$ cat config.mk
export PLATFORM = sky130hd
export DESIGN_NAME = four_channel_moving_average_framer_top
export DESIGN_NICKNAME = d
export VERILOG_FILES = /design/src/hdl/fcmaf_pkg.sv /design/src/hdl/four_channel_moving_average_framer_top.sv
export SDC_FILE = /design/constraint.sdc
export NUM_CORES = 2
export LEC_CHECK = 0
export ABC_AREA = 1
export BUFFER_PORTS_ARGS = -buffer_cell sky130_fd_sc_hd__buf_4
export CELL_PAD_IN_SITES_DETAIL_PLACEMENT = 0
export CELL_PAD_IN_SITES_GLOBAL_PLACEMENT = 1
export CORE_MARGIN = 4
export CORE_UTILIZATION = 30
export CTS_CLUSTER_SIZE = 40
export DETAILED_ROUTE_END_ITERATION = 8
export GPL_ROUTABILITY_DRIVEN = 0
export MAX_ROUTING_LAYER = met4
export PLACE_DENSITY_LB_ADDON = 0.2
export SLEW_MARGIN = 10
export SYNTH_ARGS = -nofsm -noshare
export SYNTH_HDL_FRONTEND = slang
export SYNTH_SLANG_ARGS = --single-unit
$ cat constraint.sdc
create_clock -name clk -period 8.3 [get_ports clk]
set_input_delay 1.66 -clock clk [delete_from_list [all_inputs] [get_ports clk]]
set_output_delay 1.66 -clock clk [all_outputs]
set_load 0.02 [all_outputs]
$ cat src/hdl/fcmaf_pkg.sv
package fcmaf_pkg;

  localparam int WINDOW_DEPTH = 16;
  localparam int NUM_CHAN     = 4;
  localparam int CHAN_W       = 16;
  localparam int ROW_W        = NUM_CHAN * CHAN_W;
  localparam int BYTE_W       = 8;
  localparam int FRAME_LEN    = 10;
  localparam int CHAN_MAX     = 65535;

  localparam logic [BYTE_W-1:0] FRAME_HEADER = 8'h5A;

  // Floor of log2; the window sum is scaled down by this many bits.
  function automatic int floor_log2(input int v);
    int s;
    s = 0;
    for (int i = 0; i < 31; i++) begin
      if ((v >> (i + 1)) != 0) begin
        s = i + 1;
      end
    end
    return s;
  endfunction

  localparam int SHIFT = floor_log2(WINDOW_DEPTH);
  localparam int SUM_W = $clog2(WINDOW_DEPTH * CHAN_MAX + 1);
  localparam int PTR_W = (WINDOW_DEPTH > 1) ? $clog2(WINDOW_DEPTH) : 1;
  localparam int CNT_W = $clog2(FRAME_LEN);

  typedef logic [CHAN_W-1:0] chan_t;
  typedef logic [ROW_W-1:0]  row_t;
  typedef logic [SUM_W-1:0]  sum_t;
  typedef logic [PTR_W-1:0]  ptr_t;
  typedef logic [CNT_W-1:0]  cnt_t;
  typedef logic [BYTE_W-1:0] byte_t;

  localparam ptr_t PTR_LAST = ptr_t'(WINDOW_DEPTH - 1);
  localparam cnt_t CNT_HEAD = cnt_t'(0);
  localparam cnt_t CNT_SUM  = cnt_t'(FRAME_LEN - 1);

endpackage

$ cat src/hdl/four_channel_moving_average_framer_top.sv
// Channel   Dir  Width  Content
// s_axis    in   64     one measurement per transaction
// m_axis    out  8      one frame byte per transaction, tlast on the checksum
//
// Each measurement yields ten output transactions, so the sustained measurement
// rate is set by the byte-wide output channel.
// A measurement passes the input stage and then the average and frame registers before its header byte is offered.
// The history sits in a ring memory with a registered read; running sums are
// updated by adding the new row and subtracting the row it overwrites.
// Reset clears the running sums and the per-entry valid bits at once.
// One measurement waits in the input stage while a frame is sent.
module four_channel_moving_average_framer_top (
  input  logic        clk,
  input  logic        rst,
  input  logic        s_axis_tvalid,
  output logic        s_axis_tready,
  input  logic [63:0] s_axis_tdata,  // width_x, period_x, width_y, period_y
  output logic        m_axis_tvalid,
  input  logic        m_axis_tready,
  output logic [7:0]  m_axis_tdata,  // frame_byte
  output logic        m_axis_tlast   // frame_last
);

  fcmaf_pkg::row_t  mem [fcmaf_pkg::WINDOW_DEPTH];
  logic [fcmaf_pkg::WINDOW_DEPTH-1:0] vld;

  fcmaf_pkg::ptr_t  wp;
  fcmaf_pkg::ptr_t  ptr1;
  logic             valid1;
  fcmaf_pkg::row_t  data1;
  fcmaf_pkg::row_t  rd_data;
  logic             rd_vld;
  fcmaf_pkg::row_t  old_row;

  fcmaf_pkg::sum_t  sum      [fcmaf_pkg::NUM_CHAN];
  fcmaf_pkg::sum_t  sum_next [fcmaf_pkg::NUM_CHAN];
  fcmaf_pkg::row_t  avg;
  fcmaf_pkg::row_t  avg_next;

  logic             fvalid;
  fcmaf_pkg::cnt_t  cnt;
  fcmaf_pkg::byte_t cc;
  fcmaf_pkg::byte_t frame_byte;
  logic [2:0]       byte_idx;

  logic accept;
  logic adv;
  logic out_hs;
  logic frame_done;

  assign out_hs     = fvalid & m_axis_tready;
  assign frame_done = out_hs & (cnt == fcmaf_pkg::CNT_SUM);
  assign adv        = valid1 & (~fvalid | frame_done);
  assign s_axis_tready = ~valid1 | adv;
  assign accept     = s_axis_tvalid & s_axis_tready;

  assign old_row = rd_vld ? rd_data : '0;

  always_comb begin
    for (int c = 0; c < fcmaf_pkg::NUM_CHAN; c++) begin
      sum_next[c] = sum[c]
                  + fcmaf_pkg::sum_t'(data1[c*fcmaf_pkg::CHAN_W +: fcmaf_pkg::CHAN_W])
                  - fcmaf_pkg::sum_t'(old_row[c*fcmaf_pkg::CHAN_W +: fcmaf_pkg::CHAN_W]);
      avg_next[c*fcmaf_pkg::CHAN_W +: fcmaf_pkg::CHAN_W] =
        sum_next[c][fcmaf_pkg::SHIFT +: fcmaf_pkg::CHAN_W];
    end
  end

  // Ring memory: read at the entry about to be overwritten, write on advance.
  always_ff @(posedge clk) begin
    if (adv) begin
      mem[ptr1] <= data1;
    end
    if (accept) begin
      if (adv && (ptr1 == wp)) begin
        rd_data <= data1;
      end else begin
        rd_data <= mem[wp];
      end
    end
  end

  always_ff @(posedge clk) begin
    if (rst) begin
      vld    <= '0;
      wp     <= '0;
      valid1 <= 1'b0;
      rd_vld <= 1'b0;
      for (int c = 0; c < fcmaf_pkg::NUM_CHAN; c++) begin
        sum[c] <= '0;
      end
    end else begin
      if (adv) begin
        vld[ptr1] <= 1'b1;
        for (int c = 0; c < fcmaf_pkg::NUM_CHAN; c++) begin
          sum[c] <= sum_next[c];
        end
      end
      if (accept) begin
        valid1 <= 1'b1;
        rd_vld <= vld[wp] | (adv && (ptr1 == wp));
        wp     <= (wp == fcmaf_pkg::PTR_LAST) ? '0 : wp + fcmaf_pkg::ptr_t'(1);
      end else if (adv) begin
        valid1 <= 1'b0;
      end
    end
  end

  always_ff @(posedge clk) begin
    if (accept) begin
      data1 <= s_axis_tdata;
      ptr1  <= wp;
    end
  end

  always_ff @(posedge clk) begin
    if (rst) begin
      fvalid <= 1'b0;
      cnt    <= fcmaf_pkg::CNT_HEAD;
    end else if (adv) begin
      fvalid <= 1'b1;
      cnt    <= fcmaf_pkg::CNT_HEAD;
    end else if (frame_done) begin
      fvalid <= 1'b0;
    end else if (out_hs) begin
      cnt <= cnt + fcmaf_pkg::cnt_t'(1);
    end
  end

  always_ff @(posedge clk) begin
    if (adv) begin
      avg <= avg_next;
      cc  <= fcmaf_pkg::FRAME_HEADER;
    end else if (out_hs && (cnt != fcmaf_pkg::CNT_HEAD)) begin
      cc <= cc + frame_byte;
    end
  end

  assign byte_idx = 3'(cnt - fcmaf_pkg::cnt_t'(1));

  always_comb begin
    case (cnt)
      fcmaf_pkg::CNT_HEAD: frame_byte = fcmaf_pkg::FRAME_HEADER;
      fcmaf_pkg::CNT_SUM:  frame_byte = cc;
      default:             frame_byte = avg[byte_idx*fcmaf_pkg::BYTE_W +: fcmaf_pkg::BYTE_W];
    endcase
  end

  assign m_axis_tvalid = fvalid;
  assign m_axis_tdata  = frame_byte;
  assign m_axis_tlast  = fvalid & (cnt == fcmaf_pkg::CNT_SUM);

`ifndef SYNTHESIS
  a_load_starts_frame: assert property (@(posedge clk) disable iff (rst)
    adv |=> (fvalid && (cnt == fcmaf_pkg::CNT_HEAD)))
    else $error("frame did not restart at the header after a load");

  a_cnt_in_range: assert property (@(posedge clk) disable iff (rst)
    fvalid |-> (cnt <= fcmaf_pkg::CNT_SUM))
    else $error("frame byte counter out of range");

  a_written_valid: assert property (@(posedge clk) disable iff (rst)
    adv |=> vld[$past(ptr1)])
    else $error("history entry not marked valid after write");

  a_no_drop: assert property (@(posedge clk) disable iff (rst)
    (valid1 && !adv) |=> valid1)
    else $error("pending measurement lost without advancing");
`endif

endmodule

**After elaboration in Yosys (flattened, before gate mapping)**

Memories as Yosys holds them, arrays and structs flattened. A register that Yosys moved wholly into a read port is not among the register bits.
Index checks and enable logic that the tools add are counted.

- Register bits after elaboration: 167
- RAM bits: 1,104
- Bits of input ports: 68
- Output and inout bits: 11
- Logic and storage cells: 77
- Memories kept: 2

Memory list:

| memory | words | bits a word | read ports | clocked after Yosys merged registers in | write ports | line | text |
|---|---|---|---|---|---|---|---|
| mem | 16 | 64 | 1 | 1 | 1 | four_channel_moving_average_framer_top.sv:24 | `fcmaf_pkg::row_t mem [fcmaf_pkg::WINDOW_DEPTH];` |
| sum | 4 | 20 | 4 | 0 | 4 | four_channel_moving_average_framer_top.sv:35 | `fcmaf_pkg::sum_t sum [fcmaf_pkg::NUM_CHAN];` |

- Add/sub/neg operators: 12
- Order comparisons: 3
- Equality and inequality tests: 3
- Shift-type cells: 1
- Multiplexer cells: 21
- Bitwise gates (word level): 16
- Reduce and logical (&&, ||, !) cells: 9

Operators with widths:

| cell | number |
|---|---|
| $add 20x16->20 | 4 |
| $mux 20 | 4 |
| $sub 20x16->20 | 4 |
| $mux 64 | 1 |
| $shiftx 64x7->8 | 1 |
| $or 16x16->16 | 1 |
| $pmux 8 s2 | 1 |
| $mux 1 | 12 |
| $lt 4x5->1 const B | 2 |
| $add 4x1->4 const B | 2 |
| $add 8x8->8 | 1 |
| $eq 4x4->1 const B | 2 |
| $or 1x1->1 | 7 |
| $and 1x1->1 | 5 |
| $bmux 1 s4 | 1 |
| $demux 1 s4 | 1 |
| $eq 4x4->1 | 1 |
| $ge 4x1->1 const B | 1 |
| $logic_not 4->1 | 1 |
| $mux 4 | 1 |
| $reduce_bool 2->1 | 2 |
| $reduce_bool 4->1 | 1 |
| $logic_and 1x1->1 | 3 |
| $not 1->1 | 3 |
| other kinds (3) | 3 |

**Depth between registers and ports, before layout**

- Depth in word-level cells: 8
- Gate-level depth with buffers: 22
- Depth with buffers taken out: 20

**Least setup slack after synthesis**

Ideal clock, no wire load.

- Kind: input to register
- Start: in m_axis_tready
- End: mem mem[10][0] in the netlist's numbering, enable pin
- Setup time: 0.488 ns
- Data arrival time: 5.687 ns
- Data required time: 7.812 ns
- Path slack: 2.125 ns
- Cell stages on the path: 6
- Buffers on the path: 0
- Path through: nand2_1 nor2_4 nor2_4 nor2_8 nand3_1 nor2_1

- Longest elaborated chain between the ends: 6

RTL lines:

| what | line | text |
|---|---|---|
| from (decl) | four_channel_moving_average_framer_top.sv:19 | `input logic m_axis_tready,` |
| $and 1x1->1 | four_channel_moving_average_framer_top.sv:51 | `assign out_hs = fvalid & m_axis_tready;` |
| $and 1x1->1 | four_channel_moving_average_framer_top.sv:52 | `assign frame_done = out_hs & (cnt == fcmaf_pkg::CNT_SUM);` |
| $or 1x1->1 | four_channel_moving_average_framer_top.sv:53 | `assign adv = valid1 & (~fvalid \| frame_done);` |
| $and 1x1->1 | four_channel_moving_average_framer_top.sv:53 |  |
| named net adv | four_channel_moving_average_framer_top.sv:47 | `logic adv;` |
| $mux 1 | four_channel_moving_average_framer_top.sv:71 | `if (adv) begin` |
| $mux 1 (not written as such) | four_channel_moving_average_framer_top.sv:72 | `mem[ptr1] <= data1;` |
| to (decl) | four_channel_moving_average_framer_top.sv:24 |  |

The timed path passes the listed nets, and every way through them passes these cells.

**Final worst setup path**

- Start: reg cnt[0]
- End: out m_axis_tdata[1]

- Longest elaborated chain between the ends: 3
- Elaborated cells on any way between the ends: 5
- Classes of those cells: 1 x add/sub; 1 x eq/ne; 1 x shift; 1 x mux; 1 x reduce/logical

RTL lines:

| what | line | text |
|---|---|---|
| from (decl) | four_channel_moving_average_framer_top.sv:41 | `fcmaf_pkg::cnt_t cnt;` |
| from (signal assigned) | four_channel_moving_average_framer_top.sv:119 | `cnt <= fcmaf_pkg::CNT_HEAD;` |
| from (signal assigned) | four_channel_moving_average_framer_top.sv:122 | `cnt <= fcmaf_pkg::CNT_HEAD;` |
| from (signal assigned) | four_channel_moving_average_framer_top.sv:126 | `cnt <= cnt + fcmaf_pkg::cnt_t'(1);` |
| $sub 3x1->3 | four_channel_moving_average_framer_top.sv:139 | `assign byte_idx = 3'(cnt - fcmaf_pkg::cnt_t'(1));` |
| $shiftx 64x7->8 | four_channel_moving_average_framer_top.sv:145 | `default: frame_byte = avg[byte_idx*fcmaf_pkg::BYTE_W +: fcmaf_pkg::BYTE_W];` |
| $pmux 8 s2 (*) | four_channel_moving_average_framer_top.sv:142 | `case (cnt)` |
| to (decl) | four_channel_moving_average_framer_top.sv:20 | `output logic [7:0] m_axis_tdata,` |

Every way passes the cells marked *; elsewhere a longest branch is shown, timed or not.

==> run_results.csv <==
group,metric,value,unit
grt,overflow,0,
detailed_routing,drc,0,
pwr,combPwrFrac,14.2,%
die,rows,161,
detailed_routing,post_drt_wl_per_cell,22.4,um
grt,top_usage_layer,"met2",
detailed_routing,vias,37300,
pwr,switching_share,27.9,%
run,drv_cap,0,
pwr,p_clk_share,38.7,%
clocking,h-tree-depth,4,
clocking,cts-root-buf,"clkbuf_16",
grt,antenna_found_initial,3,
clocking,numCtsBuffers,152,
logic_synthesis,async_flop_share,0,%
logic_synthesis,synth-edff-count,1300,
logic_synthesis,avgSynthCellArea,11.7,um2
critical_path,endpoint,"m_axis_tdata[1]",
worst_hold_path,hold_class,"reg -> reg",
die,dieArea,0.202,mm2
sta,min_period_over_period,71.8,%
grt,grt_pass1_wl,256000,um
logic_synthesis,syn-num-nets,5232,
sta,drv_slew,0,
grt,grt_pass1_vias,37800,
grt,grtUsageMet1,22.5,%
detailed_routing,vias_per_cell,4.84,
detailed_routing,first_pass_iters,7,
die,pin_count,79,
sta,grt_setup_unrepaired,"false",
sta,fin_tns_setup,0,ns
placed_design,dp_slack,3.00,ns
critical_path,crit_arrival,4.30,ns
clocking,path_clk_slew,0.06,ns
logic_synthesis,synth_area,0.0584,mm2
clocking,ctsHoldBuffers,0,
final_layout,fillers,19300,
placed_design,io_buffers,78,
sta,fmax,168,MHz
clocking,clk_latency,0.80,ns
logic_synthesis,ys_seq_area_share,68.1,%
sta,setup_slack,2.34,ns
logic_synthesis,synth.distinct_cells,43,
sta,finalSetupViolations,0,
sta,finClkSkew,0.0467,ns
die,start_util,30.3,%
final_layout,drive_gt1_share,7.33,%
die,die_h,449,um
detailed_routing,drtIter0Drc,2712,
critical_path,critPathKind,"reg -> out",
logic_synthesis,yosys_register_bits,1335,
critical_path,crit_start,"cnt[0]$_SDFFE_PP0P_",
critical_path,reg2reg_from,"cnt[0]$_SDFFE_PP0P_",
critical_path,critPathRequiredTime,6.64,ns
clocking,cts_setup_buffers,0,
critical_path,rrSetupSlack,3.60,ns
die,die_w,449,um
pwr,p_leak,24.1,nW
critical_path,r2r-end,"cc[7]$_SDFFE_PP0P_",
pwr,netSwitchingPower,4.68,mW
logic_synthesis,yosysWarnings,0,
detailed_routing,wl,172000,um
placed_design,dpl.cell_count,7424,
sta,max_slew.worst_pin.slew,1.21,ns
pwr,p_int,12.1,mW
final_layout,layout.cells.non_filler,7699,
critical_path,end_kind,"output port",
run_status,status,"complete, no violations",
final_layout,nets,5276,
sta,slew_headroom,18.9,%
grt,grt_use_total,17.4,%
die,coreArea,0.193,mm2
sta,whs,0.463,ns
grt,grt_start_max_net_pins,169,
logic_synthesis,synthCells,5008,
critical_path,reg2reg_depth,16,
clocking,cts_resized,0,
final_layout,synthToLayoutAreaGrowth,13.9,%
grt,grt_util_met3,2.26,%
placed_design,dp_hpwl,102000,um
clocking,cts.sinks,1335,
clocking,cts_max_path_buffers,3,
clocking,cts_tree,"built",
grt,use_met2,28.7,%
sta,finalHoldViolations,0,
detailed_routing,antenna_left,0,
sta,post-route-min-period,5.96,ns
logic_synthesis,synth_flop_cell,"edfxtp_1",
critical_path,startpoint_type,"flop",
pwr,p_per_area,253,mW/mm2
pwr,peakVddDrop,0.172,mV
critical_path,cp_max_fo,34,
pwr,seqPwrFrac,47.1,%
==> area by class of cell <==
class / count / area (um2) / share of cell area [%]
flip-flops and latches: 1335 / 39800 / 59.8
multi-input cells: 2905 / 15700 / 23.6
clock buffers: 195 / 4030 / 6.05
well taps: 2526 / 3160 / 4.75
inverters: 518 / 1970 / 2.97
repair buffers: 140 / 1110 / 1.67
clock inverters: 77 / 771 / 1.16
diodes: 3 / 7.51 / 0.0113
==> cell usage in the layout, fill, tap and decap left out, types with 31 or more instances in the layout <==
cell       count
clkinv_1      40
o22ai_1      135
xor2_1        39
inv_1        506
o221ai_1      36
o21ai_0      590
clkbuf_1      37
clkbuf_16    152
nand2_1      556
ha_1          91
a21oi_1      101
edfxtp_1    1300
buf_4        135
o211ai_1     104
dfxtp_1       31
nand3_1      172
nor2_1       773
o21ai_1       76
fa_1          65
==> stage by stage <==
| step | cell area [um2] | util [%] | power [mW] |
|---|---|---|---|
| 2_1_floorplan | 58400 | - | 9.56 |
| 4_1_cts | 66500 | 34.5 | 17.0 |
| 5_1_grt | 66500 | 34.5 | 17.6 |
| 3_5_place_dp | 61700 | 32.0 | 10.5 |
| 6_report | 66500 | 34.5 | 16.8 |
| 3_3_place_gp | 61700 | 32.0 | 10.5 |
==> registers in the layout, summed over array words and instances (netlist names), 4 cells and up <==
register,flops
data1,64
avg,64
cc,8
mem,1024
ptr1,4
cnt,4
vld,16
sum,80
rd_data,64
wp,4
==> worst max-delay path, stage by stage (launching register included) <==
cell      delay (ns)
dfxtp_1         0.34
clkinv_1        0.64
ha_1            0.92
clkinv_1        0.55
a32o_1          0.44
o211ai_1        0.17
o21ai_0         0.16
inv_1           0.13
buf_4           0.15
==> worst min-delay path by stage <==
| stage | slack, ns | cells after the start | end | from |
|---|---|---|---|---|
| detailed placement | 0.45 | 1 | vld[1]$_SDFFE_PP0P_ | vld[1]$_SDFFE_PP0P_ |
| finish | 0.46 | 1 | vld[10]$_SDFFE_PP0P_ | vld[10]$_SDFFE_PP0P_ |
| CTS | 0.47 | 1 | vld[6]$_SDFFE_PP0P_ | vld[6]$_SDFFE_PP0P_ |
| floorplan | 0.43 | 0 | ptr1[1]$_DFFE_PP_ | wp[1]$_SDFFE_PP0P_ |
| global placement | 0.44 | 1 | vld[5]$_SDFFE_PP0P_ | vld[5]$_SDFFE_PP0P_ |
| global route | 0.47 | 1 | vld[6]$_SDFFE_PP0P_ | vld[6]$_SDFFE_PP0P_ |
==> per-layer routing <==
metal  up-vias  routed length, um
met5         -                  0
met3       226               5540
met1     18800              78300
li1      17600                  -
met2       643              83800
met4         0               4750
==> cell usage after synthesis, types with 2 or more instances <==
master	number	area, um2
and2_1	12	75.1
edfxtp_1	1300	39000
ha_1	91	1140
buf_1	10	37.5
a31oi_1	4	25.0
buf_2	55	275
nor3_1	21	105
o21ai_0	590	2950
o211ai_1	104	781
buf_6	9	101
inv_2	2	7.51
nand4_1	18	113
nand3_1	172	861
inv_1	510	1910
xnor2_1	20	175
o21a_1	19	143
a32o_1	3	30.0
a21o_1	8	60.1
xor2_1	39	342
dfxtp_1	35	701
clkbuf_1	160	601
a21boi_0	7	52.6
o21ai_1	76	380
o22ai_1	135	845
a21oi_1	101	505
or2_2	3	18.8
nand2_1	557	2090
nand3b_1	10	75.1
o21bai_1	6	45.0
buf_4	16	120
clkinv_1	4	15.0
nor2_4	3	33.8
o221ai_1	36	315
nor2_1	790	2970
a22oi_1	3	22.5
and3_1	8	50.1
fa_1	65	1300
==> cell families (layout without fill, tap and decap cells) <==
family	after synthesis	in the layout	synth area share, %
compound gates	1092	1092	10.5
flops	1335	1335	68.1
buf+inv	768	930	5.28
xor+xnor	59	59	0.885
other cells	0	3	0
fa+ha+maj	156	156	4.18
simple gates	1598	1598	11.0
==> power by group through the flow <==
stage	Clock, mW	Combinational [mW]	Sequential, mW
2_1_floorplan	0	1.62	7.94
4_1_cts	6.69	2.44	7.92
3_3_place_gp	0	2.45	8.06
3_5_place_dp	0	2.42	8.06
6_report	6.51	2.38	7.91
5_1_grt	6.98	2.72	7.94
Power figures use the tool's default switching activity.
